[config.mk]
export PLATFORM = sky130hd
export DESIGN_NAME = playfair_digraph_cipher
export DESIGN_NICKNAME = d
export VERILOG_FILES = /design/src/hw/rtl/pfc_pkg.sv /design/src/hw/rtl/pfc_ram.sv /design/src/hw/rtl/pfc_lane.sv /design/src/hw/rtl/playfair_digraph_cipher.sv
export SDC_FILE = /design/constraint.sdc
export NUM_CORES = 1
export LEC_CHECK = 0
export ABC_AREA = 1
export BUFFER_PORTS_ARGS = -buffer_cell sky130_fd_sc_hd__clkbuf_2
export CAP_MARGIN = 20
export CORE_AREA = 4 4 217 219
export CTS_CLUSTER_DIAMETER = 60
export DETAILED_ROUTE_END_ITERATION = 10
export DIE_AREA = 0 0 221 223
export PLACE_DENSITY_LB_ADDON = 0.1
export SYNTH_ARGS = -nofsm -noshare
export SYNTH_HDL_FRONTEND = slang
export SYNTH_SLANG_ARGS = --single-unit
[constraint.sdc]
create_clock -name clk -period 7.5 [get_ports clk]
set_input_delay 1.5 -clock clk [delete_from_list [all_inputs] [get_ports clk]]
set_output_delay 1.5 -clock clk [all_outputs]
set_load 0.005 [all_outputs]
[src/hw/rtl/pfc_pkg.sv]
// Shared types, constants and helper functions for the Playfair digraph cipher.
package pfc_pkg;

  // Square geometry and letter coding.
  localparam int SIDE        = 5;
  localparam int CELLS       = SIDE * SIDE;
  localparam int NUM_LETTERS = 26;
  localparam int LETTER_W    = 5;
  localparam int RC_W        = $clog2(SIDE);
  localparam int IDX_W       = $clog2(CELLS);
  localparam int FILL_W      = $clog2(CELLS + 1);

  localparam logic [LETTER_W-1:0] CODE_I = LETTER_W'(8);
  localparam logic [LETTER_W-1:0] CODE_J = LETTER_W'(9);
  localparam logic [LETTER_W-1:0] CODE_Z = LETTER_W'(25);

  // Command codes carried by an input item.
  typedef enum logic [2:0] {
    CMD_BEGIN    = 3'd0,
    CMD_KEY      = 3'd1,
    CMD_COMPLETE = 3'd2,
    CMD_ENCRYPT  = 3'd3,
    CMD_DECRYPT  = 3'd4
  } cmd_e;

  // Controller states.
  typedef enum logic [2:0] {
    ST_IDLE,
    ST_FILL,
    ST_POS,
    ST_SQ,
    ST_OUT
  } state_e;

  // Status codes of a result item.
  localparam logic STATUS_OK        = 1'b0;
  localparam logic STATUS_NOT_READY = 1'b1;

  typedef struct packed {
    logic [2:0]          cmd;
    logic [LETTER_W-1:0] letter_a;
    logic [LETTER_W-1:0] letter_b;
  } req_t;

  typedef struct packed {
    logic [LETTER_W-1:0] out_a;
    logic [LETTER_W-1:0] out_b;
    logic                status;
  } rsp_t;

  // Position of a letter in the square.
  typedef struct packed {
    logic [RC_W-1:0] row;
    logic [RC_W-1:0] col;
  } pos_t;

  // Candidate cell indexes that one lane offers to the merge.
  typedef struct packed {
    logic [IDX_W-1:0] shift_col;
    logic [IDX_W-1:0] shift_row;
    logic [IDX_W-1:0] swap;
  } lane_cand_t;

  // Clamp codes above Z to Z and fold J onto I.
  function automatic logic [LETTER_W-1:0] fold_letter(input logic [LETTER_W-1:0] v);
    logic [LETTER_W-1:0] c;
    c = (v > CODE_Z) ? CODE_Z : v;
    if (c == CODE_J) begin
      c = CODE_I;
    end
    return c;
  endfunction

  // Step a row or column one place forward (encrypt) or back (decrypt), wrapping.
  function automatic logic [RC_W-1:0] step_coord(input logic [RC_W-1:0] c,
                                                 input logic             back);
    logic [RC_W-1:0] r;
    if (back) begin
      r = (c == '0) ? RC_W'(SIDE - 1) : RC_W'(c - 1'b1);
    end else begin
      r = (c == RC_W'(SIDE - 1)) ? '0 : RC_W'(c + 1'b1);
    end
    return r;
  endfunction

  // Row-major cell index of a position.
  function automatic logic [IDX_W-1:0] cell_index(input logic [RC_W-1:0] row,
                                                  input logic [RC_W-1:0] col);
    logic [IDX_W-1:0] r;
    r = IDX_W'(row);
    return IDX_W'(r * IDX_W'(SIDE) + IDX_W'(col));
  endfunction

endpackage

[src/hw/rtl/pfc_ram.sv]
// Generic RAM with one write port and two registered read ports.
module pfc_ram #(
  parameter int WIDTH = 8,
  parameter int DEPTH = 32,
  localparam int AW = (DEPTH > 1) ? $clog2(DEPTH) : 1
) (
  input  logic             clk,
  input  logic             we,
  input  logic [AW-1:0]    waddr,
  input  logic [WIDTH-1:0] wdata,
  input  logic [AW-1:0]    raddr0,
  input  logic [AW-1:0]    raddr1,
  output logic [WIDTH-1:0] rdata0,
  output logic [WIDTH-1:0] rdata1
);

  logic [WIDTH-1:0] mem [DEPTH];

  // Write port and registered reads.
  always_ff @(posedge clk) begin
    if (we) begin
      mem[waddr] <= wdata;
    end
    rdata0 <= mem[raddr0];
    rdata1 <= mem[raddr1];
  end

endmodule

[src/hw/rtl/pfc_lane.sv]
// One cipher lane: the candidate output cells for one letter of the pair.
module pfc_lane import pfc_pkg::*; (
  input  pos_t       own,
  input  pos_t       peer,
  input  logic       decrypt,
  output lane_cand_t cand
);

  logic [RC_W-1:0] row_step;
  logic [RC_W-1:0] col_step;

  // Wrapped steps along the row and along the column.
  always_comb begin
    row_step = step_coord(own.row, decrypt);
    col_step = step_coord(own.col, decrypt);
  end

  // Same-row, same-column and rectangle candidates.
  always_comb begin
    cand.shift_col = cell_index(own.row, col_step);
    cand.shift_row = cell_index(row_step, own.col);
    cand.swap      = cell_index(own.row, peer.col);
  end

endmodule

[src/hw/rtl/playfair_digraph_cipher.sv]
// Top level of the Playfair digraph cipher: key sequencer, lanes, merge and output register.
//
//  Channel | Signals                    | Payload fields
//  --------+----------------------------+-----------------------------
//  request | req_valid, req_ready, req  | cmd, letter_a, letter_b
//  result  | rsp_valid, rsp_ready, rsp  | out_a, out_b, status
//
// Begin key and key letter items are taken in the idle state. After its accept, Complete
// feeds one letter code per cycle for 26 codes through the fill sequencer. A cipher pair
// steps through accept, letter-to-position RAM read, square RAM read, output register load;
// a pair issued before the square is ready goes from accept straight to the output load.
// Reset clears the control state only; the square needs no clearing pass. A result waits in
// the output register while the next item is taken; a finished pair holds until it is free.
module playfair_digraph_cipher import pfc_pkg::*; (
  input  logic clk,
  input  logic rst,
  input  logic req_valid,
  output logic req_ready,
  input  req_t req,
  output logic rsp_valid,
  input  logic rsp_ready,
  output rsp_t rsp
);

  state_e               state;
  state_e               state_next;
  logic [NUM_LETTERS-1:0] used_map;
  logic [FILL_W-1:0]    fill_count;
  logic [RC_W-1:0]      fill_row;
  logic [RC_W-1:0]      fill_col;
  logic                 square_ready;
  logic [LETTER_W-1:0]  fill_letter;
  logic                 decrypt;
  rsp_t                 res;

  logic                 req_fire;
  cmd_e                 cmd;
  logic                 app_req;
  logic [LETTER_W-1:0]  app_letter;
  logic                 app_we;
  logic                 load_out;
  logic                 fill_last;
  logic                 square_full;

  logic [LETTER_W-1:0]  fold_a;
  logic [LETTER_W-1:0]  fold_b;
  pos_t                 pos_a;
  pos_t                 pos_b;
  lane_cand_t           cand_a;
  lane_cand_t           cand_b;
  logic                 same_row;
  logic                 same_col;
  logic [IDX_W-1:0]     sq_addr_a;
  logic [IDX_W-1:0]     sq_addr_b;
  logic [LETTER_W-1:0]  sq_data_a;
  logic [LETTER_W-1:0]  sq_data_b;

  assign cmd         = cmd_e'(req.cmd);
  assign req_fire    = req_valid && req_ready;
  assign fold_a      = fold_letter(req.letter_a);
  assign fold_b      = fold_letter(req.letter_b);
  assign fill_last   = (fill_letter == LETTER_W'(NUM_LETTERS - 1));
  assign square_full = (fill_count == FILL_W'(CELLS));

  // Next state.
  always_comb begin
    state_next = state;
    case (state)
      ST_IDLE: begin
        if (req_fire) begin
          case (cmd)
            CMD_COMPLETE: state_next = ST_FILL;
            CMD_ENCRYPT,
            CMD_DECRYPT:  state_next = square_ready ? ST_POS : ST_OUT;
            default:      state_next = ST_IDLE;
          endcase
        end
      end
      ST_FILL: begin
        if (fill_last) begin
          state_next = ST_IDLE;
        end
      end
      ST_POS:  state_next = ST_SQ;
      ST_SQ:   state_next = ST_OUT;
      ST_OUT: begin
        if (!rsp_valid || rsp_ready) begin
          state_next = ST_IDLE;
        end
      end
      default: state_next = ST_IDLE;
    endcase
  end

  // Controller outputs: handshake, letter append request and output load.
  always_comb begin
    req_ready  = 1'b0;
    app_req    = 1'b0;
    app_letter = fold_a;
    load_out   = 1'b0;
    case (state)
      ST_IDLE: begin
        req_ready = 1'b1;
        app_req   = req_fire && (cmd == CMD_KEY) && (req.letter_a <= CODE_Z);
      end
      ST_FILL: begin
        app_letter = fill_letter;
        app_req    = (fill_letter != CODE_J);
      end
      ST_OUT: begin
        load_out = !rsp_valid || rsp_ready;
      end
      default: begin
        req_ready = 1'b0;
      end
    endcase
  end

  // A letter enters the square only if it is new and there is room.
  assign app_we = app_req && !used_map[app_letter] && !square_full;

  // Control registers.
  always_ff @(posedge clk) begin
    if (rst) begin
      state        <= ST_IDLE;
      used_map     <= '0;
      fill_count   <= '0;
      fill_row     <= '0;
      fill_col     <= '0;
      square_ready <= 1'b0;
      fill_letter  <= '0;
      rsp_valid    <= 1'b0;
    end else begin
      state <= state_next;
      if (req_fire && (cmd == CMD_BEGIN)) begin
        used_map     <= '0;
        fill_count   <= '0;
        fill_row     <= '0;
        fill_col     <= '0;
        square_ready <= 1'b0;
      end else if (app_we) begin
        used_map[app_letter] <= 1'b1;
        fill_count           <= FILL_W'(fill_count + 1'b1);
        if (fill_col == RC_W'(SIDE - 1)) begin
          fill_col <= '0;
          fill_row <= RC_W'(fill_row + 1'b1);
        end else begin
          fill_col <= RC_W'(fill_col + 1'b1);
        end
      end
      if (state == ST_FILL) begin
        fill_letter <= fill_last ? '0 : LETTER_W'(fill_letter + 1'b1);
        if (fill_last) begin
          square_ready <= 1'b1;
        end
      end
      if (load_out) begin
        rsp_valid <= 1'b1;
      end else if (rsp_ready) begin
        rsp_valid <= 1'b0;
      end
    end
  end

  // Pair datapath registers.
  always_ff @(posedge clk) begin
    if (req_fire) begin
      decrypt <= (cmd == CMD_DECRYPT);
      res     <= '{out_a: '0, out_b: '0, status: STATUS_NOT_READY};
    end
    if (state == ST_SQ) begin
      res <= '{out_a: sq_data_a, out_b: sq_data_b, status: STATUS_OK};
    end
    if (load_out) begin
      rsp <= res;
    end
  end

  // Letter-to-position table, written as each letter enters the square.
  pfc_ram #(
    .WIDTH ($bits(pos_t)),
    .DEPTH (NUM_LETTERS)
  ) u_pos_ram (
    .clk    (clk),
    .we     (app_we),
    .waddr  (app_letter),
    .wdata  ({fill_row, fill_col}),
    .raddr0 (fold_a),
    .raddr1 (fold_b),
    .rdata0 (pos_a),
    .rdata1 (pos_b)
  );

  // One lane per letter of the pair.
  pfc_lane u_lane_a (
    .own     (pos_a),
    .peer    (pos_b),
    .decrypt (decrypt),
    .cand    (cand_a)
  );

  pfc_lane u_lane_b (
    .own     (pos_b),
    .peer    (pos_a),
    .decrypt (decrypt),
    .cand    (cand_b)
  );

  // Merge: pick the rule from the two positions; same row wins over same column.
  always_comb begin
    same_row = (pos_a.row == pos_b.row);
    same_col = (pos_a.col == pos_b.col);
    if (same_row) begin
      sq_addr_a = cand_a.shift_col;
      sq_addr_b = cand_b.shift_col;
    end else if (same_col) begin
      sq_addr_a = cand_a.shift_row;
      sq_addr_b = cand_b.shift_row;
    end else begin
      sq_addr_a = cand_a.swap;
      sq_addr_b = cand_b.swap;
    end
  end

  // The key square itself, row-major.
  pfc_ram #(
    .WIDTH (LETTER_W),
    .DEPTH (CELLS)
  ) u_square_ram (
    .clk    (clk),
    .we     (app_we),
    .waddr  (fill_count[IDX_W-1:0]),
    .wdata  (app_letter),
    .raddr0 (sq_addr_a),
    .raddr1 (sq_addr_b),
    .rdata0 (sq_data_a),
    .rdata1 (sq_data_b)
  );

  // Every used letter occupies exactly one filled cell.
  a_used_matches_fill: assert property (@(posedge clk) disable iff (rst)
    $countones(used_map) == 32'(fill_count))
    else $error("used map and fill count disagree");

  // A ready square is always completely filled.
  a_ready_full: assert property (@(posedge clk) disable iff (rst)
    square_ready |-> square_full)
    else $error("square marked ready while not full");

  // J never enters the square.
  a_no_j: assert property (@(posedge clk) disable iff (rst)
    app_we |-> (app_letter != CODE_J))
    else $error("letter J written to the square");

  // Position lookups only happen on a ready square.
  a_pos_ready: assert property (@(posedge clk) disable iff (rst)
    (state == ST_POS) |-> square_ready)
    else $error("pair processed on a square that is not ready");

  // After the position lookup, a pair passes the square read and then reaches the output state.
  a_pair_latency: assert property (@(posedge clk) disable iff (rst)
    (state == ST_POS) |=> ##1 (state == ST_OUT))
    else $error("pair pipeline out of step");

endmodule
Word-level counts from Yosys, hierarchy flattened. Memory sizes are Yosys's and may differ from the RTL's. A register that Yosys moved wholly into a read port is not among the register bits. Index checks and enable logic that the tools add are counted.

Add/subtract/negate cells: 18. $mul: 4. $lt $le $gt $ge: 5. Equality and inequality tests: 23. Multiplexer cells: 45. Bitwise gates (word level): 1. Reductions and logical operators: 23.

Operator list (count): $mux W3 (17); $mux W5 (10); $add A5 B3 Y5 (6); $or A26 B26 Y26 (1); $mux W11 (2); $eq A3 B3 Y1 const B (7); $mul A3 B3 Y5 const B (4); $add A3 B1 Y3 const B (6); $logic_not A3 Y1 (6); $pmux W3 S5 (1); $eq A3 B2 Y1 const B (4); $sub A3 B1 Y3 const B (4); $mux W1 (11); $add A5 B1 Y5 const B (2); $eq A5 B4 Y1 const B (2); $eq A5 B5 Y1 const B (2); $gt A5 B5 Y1 const B (2); $logic_and A1 B1 Y1 (7); $eq A3 B1 Y1 const B (2); $eq A3 B3 Y1 (2); $lt A5 B6 Y1 const B (1); $ne A2 B2 Y1 const B (3); $pmux W3 S2 (1); $bmux W1 S5 (1); other kinds (11) (15).

Register bits: 70. Bits in writable memories: 281. Bits of input ports: 17. Output and inout bits: 13. Word-level logic and storage cells: 136. Memories: 2.

Memories: u_pos_ram.mem (words 26, width 6, rd ports 2, clocked after memory_dff 2, wr ports 1, RTL line pfc_ram.sv:17) `logic [WIDTH-1:0] mem [DEPTH];`; u_square_ram.mem (words 25, width 5, rd ports 2, clocked after memory_dff 2, wr ports 1, RTL line pfc_ram.sv:17).

Longest topological paths before layout. Gate-level depths: netlist of the first run.

Depth in word-level cells: 12. Gate-level depth with buffers: 21.

By module. A second synthesis of the first run with hierarchy kept.

Cells, all modules: 2524. Area, all modules: 20571.0 um2.

Modules (own cells, without submodules): pfc_ram (u_pos_ram) (instances 1, cells each 976, area each 8391.8 um2, sequential area each 4924.7 um2); pfc_ram (u_square_ram) (instances 1, cells each 834, area each 6966.7 um2, sequential area each 3953.8 um2); playfair_digraph_cipher (instances 1, cells each 513, area each 3802.4 um2, sequential area each 1621.6 um2); pfc_lane (u_lane_a) (instances 1, cells each 101, area each 714.4 um2, sequential area each 0.0 um2); pfc_lane (u_lane_b) (instances 1, cells each 100, area each 695.7 um2, sequential area each 0.0 um2).

Worst setup path before layout of the first run. OpenSTA, ideal clock, no wires.

Kind: input-to-reg. From: input port req[8] (netlist name). To: memory u_pos_ram.mem[22][0] (netlist name), enable pin. Library setup time: 0.350 ns. Arrival: 3.387 ns. Data required time: 7.150 ns. Slack: 3.763 ns. Stages on the path: 19. Buffers on the path: 2. Cell sequence: nand2_1 -> clkinv_1 -> nand2_1 -> nand2_1 -> nand3_4 -> nand2_1 -> buf_2 -> nand2_1 -> nand2_1 -> nand2_1 -> nand2_1 -> nand2_1 -> nand2_1 -> nor2_4 -> nand2_4 -> inv_4 -> buf_6 -> nand2_1 -> nor2_1.

Longest elaborated chain between the ends: 12. Elaborated cells between the ends (all ways): 15.

RTL lines: start: declaration (RTL line playfair_digraph_cipher.sv:19) `input req_t req,`; $gt A5 B5 Y1 (RTL line pfc_pkg.sv:67) `c = (v > CODE_Z) ? CODE_Z : v;`; $mux W5 (*) (RTL line pfc_pkg.sv:67); $eq A5 B4 Y1 (RTL line pfc_pkg.sv:68) `if (c == CODE_J) begin`; $mux W5 (*) (RTL line pfc_pkg.sv:68); $mux W5 (*) (RTL line playfair_digraph_cipher.sv:101) `case (state)`; via app_letter[0] (RTL line playfair_digraph_cipher.sv:39) `logic [LETTER_W-1:0] app_letter;`; $bmux W1 S5 (RTL line playfair_digraph_cipher.sv:120) `assign app_we = app_req && !used_map[app_letter] && !square_full;`; $mux W1 (implied by the code) (RTL line playfair_digraph_cipher.sv:120); $logic_not A1 Y1 (RTL line playfair_digraph_cipher.sv:120); $logic_and A1 B1 Y1 (2 in a row) (RTL line playfair_digraph_cipher.sv:120); $mux W1 (RTL line pfc_ram.sv:21) `if (we) begin`; $mux W1 (implied by the code) (RTL line pfc_ram.sv:22) `mem[waddr] <= wdata;`; end: declaration (RTL line pfc_ram.sv:17).

The timed path passes the listed nets; every way through them passes the cells marked *. The select of a mux whose other input is x is not followed.

Final worst setup path of the first run.
From: input port req[8] (netlist name). To: memory u_pos_ram.mem[4][4] (netlist name), enable pin.

Same word-level chain as after synthesis.

==> metrics.csv, run 1 <==
metric,value,unit
status,finished clean,
ys_ff_latch,373,
yosysTopAreaCellShare,45.3,%
syn_inst,2332,
die_w,221,um
drcViolationCount,0,
die_h,223,um
grtUsageTotal,24.0,%
combPwrFrac,32.0,%
synthesis.nets,2412,
pwr-share-clk,31.6,%
antenna_found_initial,0,
setup_tns,0,ps
ys.flop_type,edfxtp_1,
io_buffer_count,29,
crit_fanout,29,
post_route_cells_drive_above_1_share,7.89,%
rows,78,
p_switching,0.00234,W
slew_headroom,28.2,%
cts.repair.resized,0,
slew_viol_final,0,
p_int,0.00405,W
synthTopCellsByArea,"edfxtp_1 (45%), nand2_1 (9.5%), dfxtp_1 (7.0%), nand3_1 (6.8%), nor2_1 (5.1%)",
syn_area,0.0201,mm^2
finalSetupViolations,0,
area_growth,10.2,%
endpoint_kind,register,
cts_sinks,373,
synth_top_cell_by_area,edfxtp_1,
p_leak,9.07,nW
setup.worst_path.class,in -> reg,
clock-root-buffer,clkbuf_16,
hpwlAfterDp,41400,um
syn_area_per_cell,8.61,um^2
gp_congestion,0.896,
cp.required,7690,ps
avgRoutedWirePerCell,20.8,um
fin_crit_sh,70.2,%
numCtsBuffers,43,
crit_path_start_kind,input pin,
final_core_util,49.1,%
cts_hold_buf,0,
fin_nets,2393,
ios,30,
ys_async_sr_fraction,0,%
diodes,0,
hold_viol,0,
drt-total-wl,61200,um
critPathArrivalTime,5450,ps
p_per_area,289,mW/mm^2
yosysWarnings,0,
yosysSeqAreaShare,52.3,%
first_global_vias,15700,
avgViaCountPerCell,5.66,
first_pass_iters,6,
fin_skew,18.9,ps
fin_crit,5260,ps
synth.distinct_cells,47,
cap_viol_max_count,0,
clock_path_buffers,3,
grt_pass1_wl,93400,um
coreArea,0.0451,mm^2
htreeDepth,2,
antenna_left,0,
final_common_cell,nand2_1,
ir_drop,0.177,mV
grt_max_degree,71,
mostFrequentLayoutCells,"nand2_1 (503), edfxtp_1 (303), nand3_1 (274), nor2_1 (270), inv_1 (255)",
post-cts-setup-buffers,0,
clkTransAtPathRegs,60,ps
max_freq,0.190,GHz
cts_tree,yes,
dr.first_iter.drc_count,2266,
overflow,0,
sw_frac_of_total,36.7,%
min_path_type,reg -> reg,
initial_utilization,44.5,%
synth_edf_count,303,
p_seq_share,36.4,%
clkLatencyLatePin,560,ps
vias,16700,
dieArea,0.0493,mm^2
rsz0062_at_grt,false,
max_slew.worst_pin.slew,1080,ps
final timing paths:
check                                            startpoint                              to  slack, ps  cells past startpoint
worst min register to register             res[2]$_DFFE_PP_                rsp[2]$_DFFE_PP_        420                      0
worst max register to register  u_pos_ram.rdata0[4]$_DFF_P_  u_square_ram.rdata0[4]$_DFF_P_       2420                     19
worst max-delay path                                 req[8]   u_pos_ram.mem[4][4]$_DFFE_PP_       2240                     14
worst min-delay path                       res[2]$_DFFE_PP_                rsp[2]$_DFFE_PP_        420                      0
routing by layer:
layer	GRT usage [%]	wire length (um)	up-vias
met5	0	0	-
met4	9.32	2360	0
met3	3.41	4440	134
met2	38.3	27800	778
met1	33.3	26600	7908
li1	-	-	7869
cell type report:
class / instances / area [um^2]
clock buffer: 51 / 1150
fill: 4334 / 23000
multi-input combinational: 1571 / 8090
inverter: 267 / 1000
sequential: 373 / 10500
tap: 600 / 751
timing repair buffer: 57 / 415
clock inverter: 27 / 206
state kept, by name, summed over array words and instances (netlist names):
register / flops
u_pos_ram.mem: 156
u_square_ram.mem: 125
used_map: 26
res: 11
rsp: 11
u_pos_ram.rdata0: 6
u_pos_ram.rdata1: 6
fill_count: 5
fill_letter: 5
u_square_ram.rdata0: 5
u_square_ram.rdata1: 5
fill_col: 3
fill_row: 3
state: 3
decrypt: 1
rsp_valid: 1
square_ready: 1
power groups by stage:
stage	combinational (W)	clock [W]	sequential, W
2_1_floorplan	0.00137	0	0.00235
3_3_place_gp	0.00197	0	0.00237
3_5_place_dp	0.00200	0	0.00237
4_1_cts	0.00201	0.00206	0.00233
5_1_grt	0.00225	0.00214	0.00233
6_report	0.00204	0.00202	0.00233
worst max-delay path: stages:
cell	delay, ps
clkbuf_2	360
nand2_1	160
nand2_1	90
buf_4	240
nand2_1	80
nand2_1	140
inv_1	450
nand3_1	630
nor2_1	160
nor2_4	160
nand2_4	190
inv_4	230
nand3_1	440
nor2_1	590
synthesized netlist by cell type, types with 6 or more instances:
master,count
o211ai_1,59
fa_1,6
or2_2,29
inv_1,256
o21ai_0,148
buf_2,32
dfxtp_1,70
o311ai_0,8
ha_1,57
o21a_1,6
inv_2,6
xnor2_1,13
nor2_1,271
nand3_1,274
o22ai_1,15
nand2_1,507
nor3_1,10
xor2_1,11
edfxtp_1,303
a21oi_1,56
clkbuf_1,83
nand4_1,14
o221ai_1,41
o31ai_1,14
cells by family (layout without fill, tap and decap cells):
family / Yosys count / in the layout / share of synthesized area, %
AND/OR/NAND/NOR: 1124 / 1124 / 23.8
buffers and inverters: 388 / 402 / 7.61
flip-flops: 373 / 373 / 52.3
AO/OA/AOI/OAI: 360 / 360 / 11.1
adder cells (fa/ha/maj): 63 / 63 / 4.15
XOR/XNOR: 24 / 24 / 1.05
stage by stage:
stage | total power [W] | hold slack [ps] | std cells | instance area, um^2 | setup WS (ps)
2_1_floorplan | 0.00372 | 400 | 2332 | 20100 | 3760
3_3_place_gp | 0.00434 | 407 | 2865 | 20700 | 1740
3_5_place_dp | 0.00437 | 408 | 2867 | 20700 | 1620
4_1_cts | 0.00640 | 413 | 2945 | 22100 | 2200
5_1_grt | 0.00672 | 425 | 2946 | 22100 | 1900
6_report | 0.00639 | 420 | 2946 | 22100 | 2240
Power figures use the tool's default switching activity.
==> run 2, diff against run 1 <==
==> constraint.sdc (replaced) <==
create_clock -name clk -period 4.4 [get_ports clk]
set_input_delay 0.88 -clock clk [delete_from_list [all_inputs] [get_ports clk]]
set_output_delay 0.88 -clock clk [all_outputs]
set_load 0.005 [all_outputs]
==> metrics.csv, run 2 (synthesis results as in run 1) <==
metric,value,unit
fin_crit,4000,ps
max_slew.worst_pin.slew,994,ps
min_path_type,reg -> reg,
fin_crit_sh,90.9,%
clkTransAtPathRegs,60,ps
overflow,0,
cts_sinks,373,
crit_fanout,15,
crit_path_start_kind,register,
regToRegEndpoint,u_square_ram.rdata0[3]$_DFF_P_,
fin_nets,2434,
area_growth,11.8,%
initial_utilization,44.5,%
ios,30,
hpwlAfterDp,41500,um
rsz0062_at_grt,false,
cts_tree,yes,
die_w,221,um
drcViolationCount,0,
holdPathEnd,rsp[4]$_DFFE_PP_,
grt_pass1_wl,94900,um
final_common_cell,nand2_1,
dieArea,0.0493,mm^2
p_leak,9.30,nW
avgViaCountPerCell,5.60,
clkLatencyLatePin,560,ps
antenna_found_initial,0,
io_buffer_count,29,
startpoint,u_pos_ram.rdata0[3]$_DFF_P_,
fin_cells,2987,
placedCellCount,2907,
grtUsageTotal,24.3,%
gp_congestion,0.883,
top_regs,"u_pos_ram.mem x156, u_square_ram.mem x125, used_map x26",
worst_hold_path.num_cells,0,
diodes,0,
first_global_vias,16100,
finalSetupViolations,0,
clock-root-buffer,clkbuf_16,
coreArea,0.0451,mm^2
nFillCells,4271,
r2r-start,u_pos_ram.rdata0[3]$_DFF_P_,
largest_register_ffs,156,
setup_tns,0,ps
endpoint_kind,register,
numCtsBuffers,44,
max_freq,0.250,GHz
worst-r2r-cell-count,19,
fin_skew,10.9,ps
die_h,223,um
setup.worst_path.class,reg -> reg,
avgRoutedWirePerCell,20.6,um
p_per_area,495,mW/mm^2
slew_viol_final,0,
hp-start,res[4]$_DFFE_PP_,
critPathArrivalTime,4450,ps
ir_drop,0.300,mV
cap_viol_max_count,0,
r2r_slack,400,ps
grt_max_degree,71,
vias,16700,
drt-total-wl,61600,um
slew_headroom,33.6,%
post_route_cells_drive_above_1_share,9.43,%
cts_hold_buf,0,
status,finished clean,
clock_path_buffers,3,
rows,78,
antenna_left,0,
cp.required,4850,ps
dr.first_iter.drc_count,1854,
htreeDepth,2,
regMostFlops,u_pos_ram.mem,
first_pass_iters,8,
mostFrequentLayoutCells,"nand2_1 (502), edfxtp_1 (303), nand3_1 (274), nor2_1 (270), inv_1 (254)",
hold_viol,0,
run 2: per-layer routing:
| layer | vias to the layer above | wire, um | GRT usage [%] |
|---|---|---|---|
| li1 | 7959 | - | - |
| met5 | - | 0 | 0 |
| met2 | 693 | 29100 | 40.4 |
| met3 | 142 | 3920 | 2.93 |
| met1 | 7943 | 26500 | 33.1 |
| met4 | 0 | 2070 | 8.66 |
run 2: how the worst max path moves through the flow:
stage,end,slack (ps),depth (start not counted)
finish,u_square_ram.rdata0[3]$_DFF_P_,400,19
global route,u_square_ram.rdata0[4]$_DFF_P_,60,19
CTS,u_square_ram.rdata0[4]$_DFF_P_,220,19
detailed placement,u_square_ram.rdata0[4]$_DFF_P_,240,19
global placement,u_square_ram.rdata0[3]$_DFF_P_,320,19
floorplan,u_square_ram.rdata0[1]$_DFF_P_,800,20
run 2: area by class of cell:
cell class              instances  area (um^2)  share of cell area (%)
clock buffers                  58         1240                    5.51
clock inverters                21          211                   0.941
inverters                     267         1010                    4.51
multi-input cells            1571         8080                    36.0
flip-flops and latches        373        10500                    46.7
well taps                     600          751                    3.34
repair buffers                 97          668                    2.97
run 2: power by group:
part | total (W) | internal (W) | leakage, nW | switching (W)
combinational | 0.00350 | 0.00106 | 5.09 | 0.00244
sequential | 0.00395 | 0.00390 | 3.50 | 0.0000584
clock | 0.00366 | 0.00221 | 0.717 | 0.00144
total | 0.0111 | 0.00717 | 9.30 | 0.00394
run 2: worst max-delay path: stages (launching register included):
cell,delay [ps]
dfxtp_1,510
inv_1,80
ha_1,250
ha_1,190
nor2_1,170
nand2_1,70
o22ai_1,240
ha_1,300
ha_1,310
inv_1,60
fa_1,480
o21ai_0,210
nand2_1,90
o21ai_1,190
buf_4,300
nand3_1,130
nand3_1,120
nand2_1,60
nand2_1,60
nand2_1,60
run 2: what timing repair did:
action                                  4_1_cts  5_1_grt
endpoints found under the setup margin        0        5
setup buffers                                 0        1
resized for setup                             0        3
run 2: through the flow:
stage               setup WS (ps)  util, %  hold WS (ps)  power, W  area [um^2]
floorplan                     798        -           400   0.00635        20100
global placement              315     46.5           400   0.00743        21000
detailed placement            241     46.5           405   0.00743        21000
CTS                           223     49.8           420    0.0111        22400
global route                 55.1     49.8           430    0.0117        22500
finish                        398     49.8           419    0.0111        22500
==> run 3, diff against run 2 <==
--- a/config.mk
+++ b/config.mk
@@ -8,10 +8,10 @@
 export ABC_AREA = 1
 export BUFFER_PORTS_ARGS = -buffer_cell sky130_fd_sc_hd__clkbuf_2
 export CAP_MARGIN = 20
-export CORE_AREA = 4 4 217 219
+export CORE_AREA = 2 2 215 217
 export CTS_CLUSTER_DIAMETER = 60
 export DETAILED_ROUTE_END_ITERATION = 10
-export DIE_AREA = 0 0 221 223
+export DIE_AREA = 0 0 217 219
 export PLACE_DENSITY_LB_ADDON = 0.1
 export SYNTH_ARGS = -nofsm -noshare
 export SYNTH_HDL_FRONTEND = slang
==> metrics.csv, run 3 (synthesis results as in run 1) <==
metric,value,unit
p_seq_share,36.1,%
rows,78,
gp_congestion,0.914,
max_freq,0.248,GHz
cts_sinks,373,
first_global_vias,16200,
final_design_area_no_fill,0.0225,mm^2
area_growth,11.8,%
seqCellArea,0.0105,mm^2
clkLatencyLatePin,580,ps
vias,16700,
grtUsageTotal,25.3,%
cap_viol_max_count,0,
hold_viol,0,
clkTransAtPathRegs,60,ps
grt_max_degree,69,
fin_crit,4020,ps
cpMostUsedCell,nand2_1,
ios,30,
drt-total-wl,59800,um
r2r_slack,380,ps
p_switching,0.00395,W
p_per_area,487,mW/mm^2
fin_nets,2439,
htreeDepth,2,
clock_path_buffers,3,
dr.first_iter.drc_count,1716,
sw_frac_of_total,36.1,%
coreArea,0.0451,mm^2
place_area,0.0210,mm^2
critPathArrivalTime,4500,ps
cts_tree,yes,
dieArea,0.0475,mm^2
ir_drop,0.349,mV
crit_family,adder cells,
post_route_cells_drive_above_1_share,9.65,%
final_common_cell,nand2_1,
multi_input_area,0.00808,mm^2
io_buffer_count,29,
crit_path_max_incr_delay,510,ps
critical_path.cell_chain,inv_1 > ha_1 > ha_1 > nor2_1 > nand2_1 > o22ai_1 > ha_1 > ha_1 > inv_1 > fa_1 > o21ai_0 > nand2_1 > o21ai_1 > buf_4 > nand3_1 > nand3_1 > nand2_1 > nand2_1 > nand2_1,
diodes,0,
grt_pass1_wl,92400,um
slew_viol_final,0,
hpwlAfterDp,40400,um
crit_path_start_kind,register,
final_core_util,49.8,%
slowest_stage,dfxtp_1,
fin_skew,19.2,ps
mostFrequentLayoutCells,"nand2_1 (502), edfxtp_1 (303), nand3_1 (274), nor2_1 (270), inv_1 (254)",
largest_register_ffs,156,
initial_utilization,44.5,%
p_leak,9.30,nW
die_w,217,um
max_slew.worst_pin.slew,1090,ps
combPwrFrac,31.8,%
cp.required,4870,ps
drcViolationCount,0,
rsz0062_at_grt,false,
fin_crit_sh,91.5,%
overflow,0,
numCtsBuffers,44,
min_path_type,reg -> reg,
setup_tns,0,ps
antenna_found_initial,0,
nFillCells,4288,
crit_buf_inv,3,
endpoint_kind,register,
slew_headroom,26.9,%
first_pass_iters,8,
clock-root-buffer,clkbuf_16,
crit_fanout,15,
status,finished clean,
finalSetupViolations,0,
pwr-share-clk,32.1,%
avgRoutedWirePerCell,20.0,um
antenna_left,0,
avgViaCountPerCell,5.56,
p_int,0.00700,W
setup.worst_path.class,reg -> reg,
top_regs,"u_pos_ram.mem x156, u_square_ram.mem x125, used_map x26",
die_h,219,um
regMostFlops,u_pos_ram.mem,
run 3: final timing paths:
kind,startpoint,endpoint,cells after the start
setup / recovery,u_pos_ram.rdata0[4]$_DFF_P_,u_square_ram.rdata0[3]$_DFF_P_,19
hold / removal,res[1]$_DFFE_PP_,rsp[1]$_DFFE_PP_,0
hold reg to reg,res[1]$_DFFE_PP_,rsp[1]$_DFFE_PP_,0
setup reg to reg,u_pos_ram.rdata0[4]$_DFF_P_,u_square_ram.rdata0[3]$_DFF_P_,19
run 3: repair_timing:
item                       in CTS  in global routing
buffers inserted                0                  1
setup endpoints to repair       0                  5
resized for setup               0                  2
hold buffers                    0                  0
run 3: stage by stage:
| step | cells | power, W | worst slack [ps] | hold WS (ps) |
|---|---|---|---|---|
| detailed placement | 2912 | 0.00742 | 241 | 405 |
| CTS | 2993 | 0.0110 | 240 | 419 |
| global placement | 2912 | 0.00740 | 362 | 402 |
| global route | 2994 | 0.0115 | 40.3 | 440 |
| floorplan | 2332 | 0.00635 | 798 | 400 |
| finish | 2994 | 0.0109 | 375 | 417 |
run 3: area by class of cell:
cell class              instances  share of cell area [%]
clock buffers                  52                    5.17
well taps                     600                    3.34
inverters                     267                    4.49
repair buffers                102                    3.25
multi-input cells            1571                    36.0
flip-flops and latches        373                    46.7
clock inverters                29                    1.02
run 3: power by group through the flow:
stage          Clock [W]  Combinational (W)  Sequential, W
6_report         0.00351            0.00349        0.00395
3_5_place_dp           0            0.00339        0.00403
4_1_cts          0.00359            0.00341        0.00395
2_1_floorplan          0            0.00234        0.00401
3_3_place_gp           0            0.00337        0.00403
5_1_grt          0.00372            0.00385        0.00396
run 3: metal layers:
layer	vias up	wire [um]	track usage, %
met2	735	27800	41.3
met5	-	0	0
li1	7968	-	-
met3	132	4130	3.42
met4	0	2540	11.7
met1	7825	25300	33.5
